### src/rtl/greedy_coin_change_assert.svh
// Assertion macros used by the RTL that checks itself.
`ifndef GREEDY_COIN_CHANGE_ASSERT_SVH
`define GREEDY_COIN_CHANGE_ASSERT_SVH

// Condition must hold at every clock edge out of reset.
`define GCC_ASSERT_ALWAYS(label, cond) \
    label: assert property (@(posedge clk) disable iff (!rst_n) (cond)) \
        else $error("greedy_coin_change: invariant violated");

// When trig holds, cond must hold in the cycle after.
`define GCC_ASSERT_NEXT(label, trig, cond) \
    label: assert property (@(posedge clk) disable iff (!rst_n) (trig) |=> (cond)) \
        else $error("greedy_coin_change: sequence violated");

`endif

### src/rtl/gcc_pkg.sv
package gcc_pkg;

    localparam int VALUE_W = 32;
    localparam int DENOM_W = 16;
    localparam int OP_W    = 2;
    localparam int STAT_W  = 2;
    localparam int STEP_W  = 5;

    localparam logic [OP_W-1:0] OP_CLEAR  = 2'd0;
    localparam logic [OP_W-1:0] OP_LOAD   = 2'd1;
    localparam logic [OP_W-1:0] OP_CHANGE = 2'd2;

    localparam logic [STAT_W-1:0] STAT_OK    = 2'd0;
    localparam logic [STAT_W-1:0] STAT_FULL  = 2'd1;
    localparam logic [STAT_W-1:0] STAT_BAD   = 2'd2;
    localparam logic [STAT_W-1:0] STAT_EMPTY = 2'd3;

    // Last step of the bit-serial divider (one quotient bit per step).
    localparam logic [STEP_W-1:0] DIV_LAST_STEP = 5'd31;

    typedef enum logic [2:0] {
        ST_IDLE,
        ST_INS_RD,
        ST_INS_CMP,
        ST_CH_RD,
        ST_CH_LD,
        ST_CH_DIV,
        ST_CH_ACC,
        ST_EMIT
    } state_t;

endpackage

### src/rtl/greedy_coin_change.sv
// Greedy coin change over a sorted table of coin denominations.
// Input channel s_axis: tuser carries the opcode (clear, load, change) and
// tdata the 32-bit value. Output channel m_axis: tdata carries denomination,
// coin count, remainder and running total; tuser the status; tlast marks
// the final result of an item.
// A load inserts its denomination at the sorted place in a descending table
// held in a RAM; every entry that moves down passes through a read state,
// then a compare-and-write state.
// A change walks the table largest first and gives one result per entry.
// Each entry passes through read, load, the bit-serial divider that retires
// one quotient bit per cycle, accumulate and hand-off.
// Clear, rejected loads and a change on an empty table go straight to hand-off.
// One item is worked at a time; the next is taken once the last result of
// the current one sits in the output register.
// Reset empties the table at once; no clearing pass is needed.
// When the receiver stalls, the finished result holds in the output register
// and the engine waits before handing over the next one.
`include "greedy_coin_change_assert.svh"

module greedy_coin_change #(
    parameter int MAX_COINS = 16
) (
    input  logic         clk,
    input  logic         rst_n,
    input  logic         s_axis_tvalid,
    output logic         s_axis_tready,
    input  logic [31:0]  s_axis_tdata,   // [31:0] value
    input  logic [1:0]   s_axis_tuser,   // [1:0] op
    output logic         m_axis_tvalid,
    input  logic         m_axis_tready,
    output logic [111:0] m_axis_tdata,   // [15:0] denomination, [47:16] coin_count,
                                         // [79:48] remainder, [111:80] total_coins
    output logic [1:0]   m_axis_tuser,   // [1:0] status
    output logic         m_axis_tlast
);

    localparam int ADDR_W = (MAX_COINS > 1) ? $clog2(MAX_COINS) : 1;
    localparam int CNT_W  = $clog2(MAX_COINS + 1);
    localparam logic [CNT_W-1:0] MAX_CNT = CNT_W'(MAX_COINS);
    localparam logic [CNT_W-1:0] CNT_ONE = CNT_W'(1);

    gcc_pkg::state_t state_reg, state_next;

    logic [CNT_W-1:0]              count_reg;
    logic [CNT_W-1:0]              ptr_reg;
    logic [gcc_pkg::DENOM_W-1:0]   den_reg;
    logic [gcc_pkg::VALUE_W-1:0]   dvd_reg;
    logic [gcc_pkg::DENOM_W-1:0]   part_reg;
    logic [gcc_pkg::STEP_W-1:0]    step_reg;

    logic [gcc_pkg::DENOM_W-1:0]   res_den_reg;
    logic [gcc_pkg::VALUE_W-1:0]   res_cnt_reg;
    logic [gcc_pkg::VALUE_W-1:0]   res_rem_reg;
    logic [gcc_pkg::VALUE_W-1:0]   res_tot_reg;
    logic [gcc_pkg::STAT_W-1:0]    res_sta_reg;
    logic                          res_last_reg;

    logic                          m_valid_reg;
    logic [111:0]                  m_data_reg;
    logic [gcc_pkg::STAT_W-1:0]    m_user_reg;
    logic                          m_last_reg;

    logic                          ram_we;
    logic [ADDR_W-1:0]             ram_waddr;
    logic [gcc_pkg::DENOM_W-1:0]   ram_wdata;
    logic [ADDR_W-1:0]             ram_raddr;
    logic [gcc_pkg::DENOM_W-1:0]   ram_rdata;

    logic                          in_xfer;
    logic                          out_free;
    logic                          out_load;
    logic                          load_bad;
    logic                          table_full;
    logic                          table_empty;
    logic                          shift_down;
    logic [CNT_W-1:0]              ptr_m1;
    logic [gcc_pkg::DENOM_W:0]     trial;
    logic [gcc_pkg::DENOM_W:0]     diff;
    logic                          trial_ge;
    logic [gcc_pkg::VALUE_W-1:0]   tot_sum;

    gcc_ram #(
        .WIDTH (gcc_pkg::DENOM_W),
        .DEPTH (MAX_COINS)
    ) u_table (
        .clk   (clk),
        .we    (ram_we),
        .waddr (ram_waddr),
        .wdata (ram_wdata),
        .raddr (ram_raddr),
        .rdata (ram_rdata)
    );

    assign in_xfer     = s_axis_tvalid && s_axis_tready;
    assign out_free    = !m_valid_reg || m_axis_tready;
    assign load_bad    = (s_axis_tdata == '0) || (s_axis_tdata[31:16] != '0);
    assign table_full  = (count_reg >= MAX_CNT);
    assign table_empty = (count_reg == '0);
    assign ptr_m1      = ptr_reg - CNT_ONE;
    assign shift_down  = (ram_rdata < den_reg);

    // One restoring-division step: bring down the next dividend bit.
    assign trial    = {part_reg, dvd_reg[gcc_pkg::VALUE_W-1]};
    assign trial_ge = (trial >= {1'b0, den_reg});
    assign diff     = trial - {1'b0, den_reg};
    assign tot_sum  = res_tot_reg + dvd_reg;

    always_comb
    begin
        state_next = state_reg;
        case (state_reg)
            gcc_pkg::ST_IDLE:
            begin
                if (s_axis_tvalid)
                begin
                    case (s_axis_tuser)
                        gcc_pkg::OP_CLEAR:  state_next = gcc_pkg::ST_EMIT;
                        gcc_pkg::OP_LOAD:   state_next = (load_bad || table_full) ?
                                                         gcc_pkg::ST_EMIT :
                                                         gcc_pkg::ST_INS_RD;
                        gcc_pkg::OP_CHANGE: state_next = table_empty ?
                                                         gcc_pkg::ST_EMIT :
                                                         gcc_pkg::ST_CH_RD;
                        default:            state_next = gcc_pkg::ST_IDLE;
                    endcase
                end
            end
            gcc_pkg::ST_INS_RD:
                state_next = (ptr_reg == '0) ? gcc_pkg::ST_EMIT : gcc_pkg::ST_INS_CMP;
            gcc_pkg::ST_INS_CMP:
                state_next = shift_down ? gcc_pkg::ST_INS_RD : gcc_pkg::ST_EMIT;
            gcc_pkg::ST_CH_RD:
                state_next = gcc_pkg::ST_CH_LD;
            gcc_pkg::ST_CH_LD:
                state_next = gcc_pkg::ST_CH_DIV;
            gcc_pkg::ST_CH_DIV:
                if (step_reg == gcc_pkg::DIV_LAST_STEP)
                begin
                    state_next = gcc_pkg::ST_CH_ACC;
                end
            gcc_pkg::ST_CH_ACC:
                state_next = gcc_pkg::ST_EMIT;
            gcc_pkg::ST_EMIT:
                if (out_free)
                begin
                    state_next = res_last_reg ? gcc_pkg::ST_IDLE : gcc_pkg::ST_CH_RD;
                end
            default:
                state_next = gcc_pkg::ST_IDLE;
        endcase
    end

    always_comb
    begin
        s_axis_tready = 1'b0;
        ram_we        = 1'b0;
        ram_waddr     = ptr_reg[ADDR_W-1:0];
        ram_wdata     = den_reg;
        ram_raddr     = ptr_reg[ADDR_W-1:0];
        out_load      = 1'b0;
        case (state_reg)
            gcc_pkg::ST_IDLE:
                s_axis_tready = 1'b1;
            gcc_pkg::ST_INS_RD:
            begin
                // At the top of the table: drop the new entry in directly.
                ram_we    = (ptr_reg == '0);
                ram_raddr = ptr_m1[ADDR_W-1:0];
            end
            gcc_pkg::ST_INS_CMP:
            begin
                ram_we    = 1'b1;
                ram_wdata = shift_down ? ram_rdata : den_reg;
            end
            gcc_pkg::ST_EMIT:
                out_load = out_free;
            default:
            begin
                s_axis_tready = 1'b0;
            end
        endcase
    end

    always_ff @(posedge clk or negedge rst_n)
    begin
        if (!rst_n)
        begin
            state_reg   <= gcc_pkg::ST_IDLE;
            count_reg   <= '0;
            m_valid_reg <= 1'b0;
        end
        else
        begin
            state_reg <= state_next;
            if (out_load)
            begin
                m_valid_reg <= 1'b1;
            end
            else if (m_axis_tready)
            begin
                m_valid_reg <= 1'b0;
            end
            if (in_xfer && (s_axis_tuser == gcc_pkg::OP_CLEAR))
            begin
                count_reg <= '0;
            end
            else if (((state_reg == gcc_pkg::ST_INS_RD) && (ptr_reg == '0)) ||
                     ((state_reg == gcc_pkg::ST_INS_CMP) && !shift_down))
            begin
                count_reg <= count_reg + CNT_ONE;
            end
        end
    end

    always_ff @(posedge clk)
    begin
        case (state_reg)
            gcc_pkg::ST_IDLE:
            begin
                if (in_xfer)
                begin
                    den_reg      <= s_axis_tdata[gcc_pkg::DENOM_W-1:0];
                    res_den_reg  <= '0;
                    res_cnt_reg  <= '0;
                    res_rem_reg  <= '0;
                    res_tot_reg  <= '0;
                    res_sta_reg  <= gcc_pkg::STAT_OK;
                    res_last_reg <= 1'b1;
                    ptr_reg      <= '0;
                    case (s_axis_tuser)
                        gcc_pkg::OP_LOAD:
                        begin
                            ptr_reg <= count_reg;
                            if (load_bad)
                            begin
                                res_sta_reg <= gcc_pkg::STAT_BAD;
                            end
                            else if (table_full)
                            begin
                                res_sta_reg <= gcc_pkg::STAT_FULL;
                            end
                        end
                        gcc_pkg::OP_CHANGE:
                        begin
                            res_rem_reg <= s_axis_tdata;
                            if (table_empty)
                            begin
                                res_sta_reg <= gcc_pkg::STAT_EMPTY;
                            end
                        end
                        default:
                        begin
                            res_sta_reg <= gcc_pkg::STAT_OK;
                        end
                    endcase
                end
            end
            gcc_pkg::ST_INS_RD:
            begin
                if (ptr_reg == '0)
                begin
                    res_den_reg <= den_reg;
                end
            end
            gcc_pkg::ST_INS_CMP:
            begin
                if (shift_down)
                begin
                    ptr_reg <= ptr_m1;
                end
                else
                begin
                    res_den_reg <= den_reg;
                end
            end
            gcc_pkg::ST_CH_LD:
            begin
                den_reg  <= ram_rdata;
                dvd_reg  <= res_rem_reg;
                part_reg <= '0;
                step_reg <= '0;
            end
            gcc_pkg::ST_CH_DIV:
            begin
                part_reg <= trial_ge ? diff[gcc_pkg::DENOM_W-1:0] :
                                       trial[gcc_pkg::DENOM_W-1:0];
                dvd_reg  <= {dvd_reg[gcc_pkg::VALUE_W-2:0], trial_ge};
                step_reg <= step_reg + 5'd1;
            end
            gcc_pkg::ST_CH_ACC:
            begin
                res_den_reg  <= den_reg;
                res_cnt_reg  <= dvd_reg;
                res_rem_reg  <= {{(gcc_pkg::VALUE_W - gcc_pkg::DENOM_W){1'b0}}, part_reg};
                res_tot_reg  <= tot_sum;
                res_last_reg <= ((ptr_reg + CNT_ONE) == count_reg);
                ptr_reg      <= ptr_reg + CNT_ONE;
            end
            default:
            begin
                step_reg <= step_reg;
            end
        endcase
        if (out_load)
        begin
            m_data_reg <= {res_tot_reg, res_rem_reg, res_cnt_reg, res_den_reg};
            m_user_reg <= res_sta_reg;
            m_last_reg <= res_last_reg;
        end
    end

    assign m_axis_tvalid = m_valid_reg;
    assign m_axis_tdata  = m_data_reg;
    assign m_axis_tuser  = m_user_reg;
    assign m_axis_tlast  = m_last_reg;

    `GCC_ASSERT_ALWAYS(a_count_in_range, count_reg <= MAX_CNT)
    `GCC_ASSERT_ALWAYS(a_div_partial_below_divisor,
                       (state_reg != gcc_pkg::ST_CH_DIV) || (part_reg < den_reg))
    `GCC_ASSERT_NEXT(a_last_result_frees_engine,
                     out_load && res_last_reg, state_reg == gcc_pkg::ST_IDLE)
    `GCC_ASSERT_NEXT(a_walk_stays_in_table,
                     state_reg == gcc_pkg::ST_CH_RD, ptr_reg < count_reg)

endmodule

### src/rtl/gcc_ram.sv
module gcc_ram #(
    parameter int WIDTH = 16,
    parameter int DEPTH = 16
) (
    input  logic                                     clk,
    input  logic                                     we,
    input  logic [$clog2((DEPTH > 1) ? DEPTH : 2)-1:0] waddr,
    input  logic [WIDTH-1:0]                         wdata,
    input  logic [$clog2((DEPTH > 1) ? DEPTH : 2)-1:0] raddr,
    output logic [WIDTH-1:0]                         rdata
);

    logic [WIDTH-1:0] mem [DEPTH];
    logic [WIDTH-1:0] rdata_reg;

    always_ff @(posedge clk)
    begin
        if (we)
        begin
            mem[waddr] <= wdata;
        end
        rdata_reg <= mem[raddr];
    end

    assign rdata = rdata_reg;

endmodule

### config.mk
export PLATFORM = sky130hd
export DESIGN_NAME = greedy_coin_change
export DESIGN_NICKNAME = d
export VERILOG_FILES = /design/src/rtl/gcc_pkg.sv /design/src/rtl/greedy_coin_change.sv /design/src/rtl/gcc_ram.sv
export VERILOG_INCLUDE_DIRS = /design/src /design/src/rtl
export SDC_FILE = /design/constraint.sdc
export NUM_CORES = 1
export LEC_CHECK = 0
export ABC_AREA = 1
export BUFFER_PORTS_ARGS = -buffer_cell sky130_fd_sc_hd__clkbuf_2
export CORE_ASPECT_RATIO = 1.75
export CORE_UTILIZATION = 60
export DETAILED_ROUTE_END_ITERATION = 10
export PLACE_DENSITY = 0.84
export SKIP_CTS_REPAIR_TIMING = 1
export SYNTH_ARGS = -nofsm -noshare
export SYNTH_HDL_FRONTEND = slang
export SYNTH_SLANG_ARGS = --single-unit
### constraint.sdc
create_clock -name clk -period 7.7 [get_ports clk]
set_input_delay 2.31 -clock clk [delete_from_list [all_inputs] [get_ports clk]]
set_output_delay 2.31 -clock clk [all_outputs]
set_load 0.01 [all_outputs]
== Word-level counts from Yosys, hierarchy flattened ==
Memory sizes are Yosys's and may differ from the RTL's. A register that Yosys moved wholly into a read port is not among the register bits.
Cells that the tools add are included.

* RAM bits: 256
* Register bits after elaboration: 313
* Memories kept: 1
* Output and inout bits: 117

* Add/subtract/negate cells: 6
* Muxes and demuxes: 48
* Reductions and logical operators: 29
* Order comparisons: 3
* Eq/ne operators: 18

{| class="wikitable"
|+ Memories
! memory !! depth !! bits a word !! rd ports !! clocked after Yosys merged registers in !! wr ports !! line !! text
|-
| u_table.mem || 16 || 16 || 1 || 1 || 1 || gcc_ram.sv:13 || <nowiki>logic [WIDTH-1:0] mem [DEPTH];</nowiki>
|}

{| class="wikitable"
|+ Operators with widths
! cell !! count
|-
| case mux 32 bit (2 select lines) || 4
|-
| 2-to-1 mux 16 bit || 7
|-
| 2-to-1 mux 32 bit || 3
|-
| case mux 16 bit (2 select lines) || 2
|-
| case mux 16 bit (4 select lines) || 1
|-
| adder 32 bit || 1
|-
| logical NOT 32 bit || 1
|-
| 2-to-1 mux 5 bit || 5
|-
| case mux 3 bit (8 select lines) || 1
|-
| 2-to-1 mux 3 bit || 7
|-
| >= comparator 17 x 16 -> 1 bit || 1
|-
| less-than comparator 16 bit || 1
|-
| nonzero test 16 bit || 1
|-
| subtractor 16 bit || 1
|-
| adder 5 x 1 -> 5 bit (second input constant) || 3
|-
| case mux 5 bit (3 select lines) || 1
|-
| != test 2 bit (second input constant) || 7
|-
| == test 3 bit (second input constant) || 4
|-
| logical NOT 5 bit || 2
|-
| case mux 5 bit (2 select lines) || 1
|-
| nonzero test 2 bit || 5
|-
| case mux 3 bit (3 select lines) || 1
|-
| 2-to-1 mux 1 bit || 8
|-
| == test 3 x 2 -> 1 bit (second input constant) || 2
|-
| other kinds (21) || 34
|}

== Depth between registers and ports, before layout ==
Gate-level depths: netlist (run 1).

* Depth in word-level cells: 7
* Gate-level depth with buffers: 15
* Depth with buffers taken out: 14

== Modules after synthesis ==
Synthesis (run 1) repeated with hierarchy kept, for this count alone.

* Cells, all modules: 2572
* Area total of the unflattened synthesis: 26628.0 µm²

{| class="wikitable"
|+ By module, submodules not included
! module !! seq. area each (µm²) !! cells each !! area an instance (µm²) !! instances
|-
| greedy_coin_change || 9354.0 || 1498 || 15247.1 || 1
|-
| gcc_ram || 8007.7 || 1074 || 11380.9 || 1
|}

== Worst setup path after synthesis (run 1) ==
OpenSTA, ideal clock, no wires.

* Path kind: input to register
* From: input port m_axis_tready
* To: register m_data_reg[0], in the netlist m_axis_tdata[0], enable pin
* Cell stages on the path: 3
* Required time: 7.106 ns
* Library setup time: 0.594 ns
* Arrival time: 7.292 ns
* Setup slack: -0.186 ns
* Cell sequence: or2_2 -> inv_1 -> nor2_1

* Word-level cells in the longest chain between the ends: 2

{| class="wikitable"
|+ RTL lines
! item !! line !! text
|-
| start, declared || greedy_coin_change.sv:30 || <nowiki>input logic m_axis_tready,</nowiki>
|-
| logical OR 1 bit || greedy_coin_change.sv:95 || <nowiki>assign out_free = !m_valid_reg || m_axis_tready;</nowiki>
|-
| 2-to-1 mux 1 bit || greedy_coin_change.sv:161 || <nowiki>case (state_reg)</nowiki>
|-
| named net out_load || greedy_coin_change.sv:71 || <nowiki>logic out_load;</nowiki>
|-
| end signal, assigned || greedy_coin_change.sv:306 || <nowiki>m_data_reg <= {res_tot_reg, res_rem_reg, res_cnt_reg, res_den_reg};</nowiki>
|-
| end, declared || greedy_coin_change.sv:59 || <nowiki>logic [111:0] m_data_reg;</nowiki>
|}

The timed path passes the listed nets, and every way through them passes these cells.
A chain may end at the register's enable or synchronous reset.

== Worst setup path after layout (run 1) ==
* From: register state_reg[0]
* To: output port s_axis_tready

* Word-level cells in the longest chain between the ends: 2

{| class="wikitable"
|+ RTL lines
! item !! line !! text
|-
| start, declared || greedy_coin_change.sv:42 || <nowiki>gcc_pkg::state_t state_reg, state_next;</nowiki>
|-
| start signal, assigned || greedy_coin_change.sv:188 || <nowiki>state_reg <= gcc_pkg::ST_IDLE;</nowiki>
|-
| start signal, assigned || greedy_coin_change.sv:194 || <nowiki>state_reg <= state_next;</nowiki>
|-
| logical NOT 3 bit || greedy_coin_change.sv:161 ||
|-
| 2-to-1 mux 1 bit || greedy_coin_change.sv:161 ||
|-
| end, declared || greedy_coin_change.sv:26 || <nowiki>output logic s_axis_tready,</nowiki>
|}

Every way passes these cells.

==> results of run 1 <==
==> stage by stage <==
| stage | power (mW) | cells | setup slack (ns) | util |
|---|---|---|---|---|
| 6_report | 13.05 | 3062 | 3.802 | 0.6785 |
| 5_1_grt | 13.80 | 3061 | 3.716 | 0.6784 |
| 4_1_cts | 13.00 | 3061 | 3.808 | 0.6784 |
| 3_5_place_dp | 10.53 | 2971 | 3.230 | 0.6414 |
| 3_3_place_gp | 10.34 | 2971 | 3.318 | 0.6414 |
| 2_1_floorplan | 8.895 | 2311 | 1.831 | - |
==> layout make-up <==
class	instances	share of cell area
Inverter	256	0.03329
Tap cell	561	0.02432
Multi-Input combinational cell	1390	0.2530
Clock buffer	57	0.04313
Timing Repair Buffer	179	0.03321
Antenna cell	1	0.00008670
Clock inverter	33	0.01144
Sequential cell	585	0.6015
==> kinds of logic after synthesis <==
| logic type | share of synthesized area |
|---|---|
| compound gates | 0.09847 |
| xor+xnor | 0.006073 |
| fa+ha+maj | 0.03721 |
| buf+inv | 0.05413 |
| flops | 0.6688 |
| simple gates | 0.1353 |
==> power groups by stage <==
| stage | registers (mW) | clock network (mW) | logic [mW] |
|---|---|---|---|
| 6_report | 5.29 | 2.45 | 5.31 |
| 5_1_grt | 5.34 | 2.58 | 5.88 |
| 4_1_cts | 5.28 | 2.47 | 5.25 |
| 3_5_place_dp | 5.34 | 0 | 5.20 |
| 3_3_place_gp | 5.30 | 0 | 5.04 |
| 2_1_floorplan | 5.23 | 0 | 3.66 |
==> worst paths after layout <==
path	start	end	slack (ns)	cells after the start
worst min register to register	res_den_reg[9]$_SDFFCE_PN0P_	m_axis_tdata[9]$_DFFE_PP_	0.42	0
max in group asynchronous	rst_n	m_axis_tvalid$_DFFE_PN0P_	5.91	1
worst max-delay path	state_reg[0]$_DFFE_PN0P_	s_axis_tready	3.80	4
worst max register to register	den_reg[15]$_DFFE_PP_	u_table.mem[2][4]$_DFFE_PP_	4.14	8
worst min-delay path	res_den_reg[9]$_SDFFCE_PN0P_	m_axis_tdata[9]$_DFFE_PP_	0.42	0
min in group asynchronous	rst_n	state_reg[2]$_DFFE_PN0P_	1.58	1
==> cell usage in the layout (no fill, tap or decap), types with 4 or more instances in the layout <==
master      netlist  routed
edfxtp_1        560     560
nand2_1         389     387
nor2_1          311     297
inv_1           249     249
o21ai_0         205     205
clkbuf_2          2     154
nand3_1         120     120
a21oi_1         107     107
ha_1             74      74
o211ai_1         59      59
clkbuf_16         0      48
buf_4            14      25
o211ai_2         24      24
dfxtp_1          16      16
xor2_1           13      13
nor3_1           16      13
nor2_2            1      13
nand4_1           9       9
dfrtp_1           9       9
clkbuf_1         27       8
o21ai_1           8       7
o21a_1            7       7
clkinv_1          1       7
clkinv_2          0       7
inv_2             6       6
o21bai_1          5       5
xnor2_1           5       5
clkinvlp_4        0       5
clkinv_4          0       5
nand2_2           5       4
inv_6             0       4
bufinv_16         0       4
==> synthesized netlist by cell type, drive strengths merged, types with 5 or more instances <==
cell,instances,share of area
clkbuf,29,0.0043
o21ai,215,0.042
o21a,7,0.0020
o211ai,83,0.029
buf,51,0.013
nand3,121,0.024
o21bai,5,0.0014
ha,74,0.036
a21oi,107,0.021
inv,255,0.037
xnor2,5,0.0017
dfrtp,9,0.0087
nand2,394,0.057
nor3,16,0.0031
edfxtp,560,0.65
nand4,9,0.0022
xor2,13,0.0044
nor2,313,0.046
dfxtp,16,0.012
==> routing by layer <==
| metal | global-route usage | part of all wire |
|---|---|---|
| met5 | 0 | 0 |
| met4 | 0.2258 | 0.080 |
| met3 | 0.03160 | 0.061 |
| met2 | 0.5427 | 0.53 |
| met1 | 0.3138 | 0.33 |
==> worst register-to-register path, stage by stage, from the launching register on <==
cell,delay [ns]
edfxtp_1,0.39
inv_1,0.19
ha_1,0.30
a21oi_1,0.14
o21ai_0,0.09
nor2_1,0.45
nand3_1,0.25
buf_4,0.29
a21oi_1,1.05
==> impl_metrics.toml, run 1 <==
[worst_setup_path]
slowest_stage = "dfrtp_1"
slowest_delay_ns = 0.52
path_buf_inv = 2
crit_chain = "nor2_1 > nand2_1 > inv_1 > clkbuf_2"
cp-start-kind = "register"
path_max_fanout = 9
end_kind = "output port"
path_class = "register to output port"
crit_arrival_ns = 1.59
cp_top_family = "flip-flops"
crit_required_ns = 5.39

[worst_hold_path]
min_path_type = "register to register"

[detailed_routing]
postRouteAntennaNets = 0
first_pass_iters = 5
vias = 17950
wl_microns = 64910
drc = 0
wl_per_cell_microns = 21.20
first_iter_violations = 1840
via_per_inst = 5.861

[synthesis]
synthesis.nets = 2425
synth_top_flop_cell = "edfxtp_1"
yosysWarnings = 0
synth_area_sq_mm = 0.02596
synthCells = 2311
ys_ff_latch = 585
synth-seq-area-share = 0.6688
synth.distinct_cells = 45
avgSynthCellArea_sq_um = 11.23
async_flop_share = 0.01538
synth-edff-count = 560

[sta]
tightest_slew_ns = 1.309
holdWs_ns = 0.4170
rsz0062_at_grt = "false"
period_share = 0.5062
tns_ns = 0
period_minus_slack_ns = 3.898
fmax_ghz = 0.2566
slew_headroom = 0.1243
finalHoldViolCount = 0
drv_slew = 0
setup_viol = 0
skew_ns = 0.03010

[finish]
area_growth_pct = 11.19
multiInputGateArea_sq_mm = 0.007302
top_register = "u_table.mem"
final_layout_size_suffix_gt1_frac = 0.1268
design_area_sq_mm = 0.02886
largest_reg_flops = 256
fillers = 3023
seqCellArea_sq_mm = 0.01736
nets = 2574

[pwr]
p_seq_frac = 0.405
clkPwrFrac = 0.188
swShare = 0.4163
p_sw_mw = 5.432
internal_power_mw = 7.617
p_comb_frac = 0.407
ir_drop_mv = 0.2459
p_leak_nw = 11.43
powerDensity_mw_per_mm2 = 452.1

[floorplanning]
die_area_sq_mm = 0.04413
start_util = 0.6102
die_y_microns = 277.2
coreArea_sq_mm = 0.04254
die_w_microns = 159.2
io_pins = 155
num_rows = 100

[placement]
placed_area_sq_mm = 0.02728
place_congestion = 0.9844
port_buffers = 154
dpl.hpwl_microns = 44080

[cts]
insertion_delay_ns = 0.59
clockRootBuffer = "clkbuf_16"
cts_buffers = 48
cts_max_level = 2
numClockSinks = 585
cts_tree = "built"
cts_max_path_buffers = 3
clk_pin_slew_worst_paths_ns = 0.07

[outcome]
status = "finished clean"

[global_route]
grt_remaining_overflow = 0
antenna_found_initial = 0
grt_max_degree = 90
gr-usage-all-layers = 0.2976
grt_pass1_vias = 18240
grt_pass1_wl_microns = 99180

[job]
cap_viol_max_count = 0
Note: power is estimated with default switching activity, not from simulation.
==> run 2: changes to the inputs <==
- ABC_AREA: 1 -> 0
- clock period: 7.7 -> 4 ns (I/O delays scaled with it)
==> run 2 against run 1 <==
Critical path depth grew 6. Clock power grew 120%. First-iteration DRC count shrank 45%. Core utilization grew 1.7 points. Register-to-register slack lost 3.6 ns. Total power grew 92%. Wire length shrank 11%. Sequential cell count is the same. Clock skew shrank 0.015 ns. Global-route usage shrank 1.5 points. Worst setup slack lost 3.3 ns. Critical path type is now register to register. Largest cell class unchanged. Largest power group is now registers.
==> impl_metrics.toml, run 2 <==
[detailed_routing]
via_per_inst = 6.171
wl_per_cell_microns = 24.42
vias = 14580
postRouteAntennaNets = 0
first_pass_iters = 5
highest_layer = "met4"
met1_length_microns = 18950
first_iter_violations = 1021
drc = 0
wl_microns = 57680
met3WireLength_microns = 3440
dr_wl_met2_microns = 31300

[cts]
numClockSinks = 585
cts_max_level = 2
clk_pin_slew_worst_paths_ns = 0.07
insertion_delay_ns = 0.58
clockRootBuffer = "clkbuf_16"
cts_max_path_buffers = 3
cts_tree = "built"
cts_buffers = 50

[worst_setup_path]
crit_top_cell = "nor2_1"
crit_chain = "ha_1 > a211oi_1 > nor2_1 > o31ai_1 > a31oi_1 > a41oi_1 > nor3_1 > nor4_1 > xnor2_1 > nor2_1"
path_max_fanout = 5
crit_arrival_ns = 3.81
crit_required_ns = 4.30
path_class = "register to register"
end_kind = "register"
cp-start-kind = "register"
slowest_stage = "o31ai_1"
slowest_delay_ns = 0.58

[placement]
dp_worst_setup_slack_ns = 0.6159
place_inst = 2265
place_congestion = 0.9088
port_buffers = 154
placed_area_sq_mm = 0.02659
dpl.hpwl_microns = 38950

[finish]
stdcell_count = 2362
final_cell_mix = "560 x edfxtp_1, 166 x nand2_1, 154 x clkbuf_2"
nets = 1881
top_register = "u_table.mem"
fillers = 2640
design_area_sq_mm = 0.02841
final_layout_size_suffix_gt1_frac = 0.2269
final_util = 0.6958
final_common_cell = "edfxtp_1"
largest_reg_flops = 256
area_growth_pct = 14.59

[worst_hold_path]
min_path_type = "register to register"

[synthesis]
ys_ff_latch = 585
synthesis.nets = 1684
synthCells = 1570
avgSynthCellArea_sq_um = 15.79
async_flop_share = 0.01538
synth_area_sq_mm = 0.02479
yosys.area.top_type_share = 0.6783
yosys.cell_count.top_type = "edfxtp_1"
synth-seq-area-share = 0.7003
synthTopCellsByCount = "560 x edfxtp_1, 169 x nand2_1, 87 x nor2_1"
synth_top_cell_by_area = "edfxtp_1"
synth_top_flop_cell = "edfxtp_1"
synth-edff-count = 560
synth.distinct_cells = 62
synthTopCellsByArea = "edfxtp_1 68%, mux4_2 7.3%, ha_1 3.7%, nand2_1 2.6%, and3_1 1.5%"
yosysWarnings = 0

[global_route]
gr-usage-all-layers = 0.2829
grt_pass1_wl_microns = 87450
grt_max_degree = 62
grt_remaining_overflow = 0
grt_pass1_vias = 15210
antenna_found_initial = 5

[outcome]
status = "finished clean"

[sta]
holdWs_ns = 0.4141
tightest_slew_ns = 0.9209
finalHoldViolCount = 0
period_share = 0.8772
setup_viol = 0
fmax_ghz = 0.2850
setup_slack_ns = 0.4914
skew_ns = 0.01559
drv_slew = 0
period_minus_slack_ns = 3.509
slew_headroom = 0.3861
tns_ns = 0
rsz0062_at_grt = "false"

[pwr]
ir_drop_mv = 0.4366
p_total_mw = 25.05
p_leak_nw = 10.61
powerDensity_mw_per_mm2 = 881.6

[floorplanning]
die_area_sq_mm = 0.04217
io_pins = 155
start_util = 0.6072
coreArea_sq_mm = 0.04083
die_y_microns = 270.9
num_rows = 98
die_w_microns = 155.7

[job]
cap_viol_max_count = 0
==> run 2: cell count changes after synthesis, moves of 59 or more <==
cell and delta:
o21ai_0 -175, nand2_1 -220, and3_1 +59, nand3_1 -78, nor2_1 -224, a21oi_1 -68
mux4_2 +80, inv_1 -214
==> run 2: cell families (layout without fill, tap and decap cells) <==
| logic type | count (synthesis) | count (layout) | synth area share |
|---|---|---|---|
| fa+ha+maj | 76 | 76 | 0.03896 |
| simple gates | 458 | 458 | 0.08766 |
| compound gates | 175 | 175 | 0.04638 |
| flops | 585 | 585 | 0.7003 |
| xor+xnor | 52 | 52 | 0.01867 |
| mux | 124 | 124 | 0.09205 |
| buf+inv | 100 | 337 | 0.01600 |
| other cells | 0 | 5 | 0 |
==> run 2: final cells by class <==
class                      count  area, sq um  area share
sequential                   585        17360      0.6111
clock inverter                23        405.4     0.01427
tap                          550        688.2     0.02422
antenna                        5        12.51   0.0004404
timing repair buffer         208         1289     0.04536
multi-input combinational    885         7108      0.2502
clock buffer                  69         1406     0.04950
inverter                      37        138.9    0.004889
==> run 2: metal layers <==
layer  GRT usage  vias up
met3     0.04277      216
met1      0.2966     7261
met5           0        -
met4      0.1863        0
met2      0.5181      647
li1            -     6452
==> run 2: report_power, final <==
group          internal (mW)  total [mW]  leakage [nW]  switching, mW
Combinational           4.02        9.65          4.31           5.63
Clock                   3.18        5.32         0.870           2.14
Sequential              9.16        10.1          5.43          0.915
==> run 2: path summary, 6_finish.rpt <==
path | startpoint | to | slack [ns] | depth (start not counted)
min in group asynchronous | rst_n | count_reg[0]$_DFFE_PN0P_ | 0.48 | 1
min reg2reg | res_cnt_reg[0]$_SDFFCE_PN0P_ | m_axis_tdata[16]$_DFFE_PP_ | 0.41 | 0
max reg2reg | dvd_reg[1]$_DFFE_PN_ | res_tot_reg[31]$_SDFFCE_PN0P_ | 0.49 | 10
min | res_cnt_reg[0]$_SDFFCE_PN0P_ | m_axis_tdata[16]$_DFFE_PP_ | 0.41 | 0
max | dvd_reg[1]$_DFFE_PN_ | res_tot_reg[31]$_SDFFCE_PN0P_ | 0.49 | 10
max in group asynchronous | rst_n | count_reg[4]$_DFFE_PN0P_ | 3.32 | 1
==> run 2: critical path: cells and delay by family (launching register included) <==
family                     cells  cell delay (ns)
AOI/OAI and AO/OA              4             1.63
xor gates and xnor gates       1             0.16
adders and majority gates      1             0.34
DFF                            1             0.45
and+or+nand+nor                4             0.64
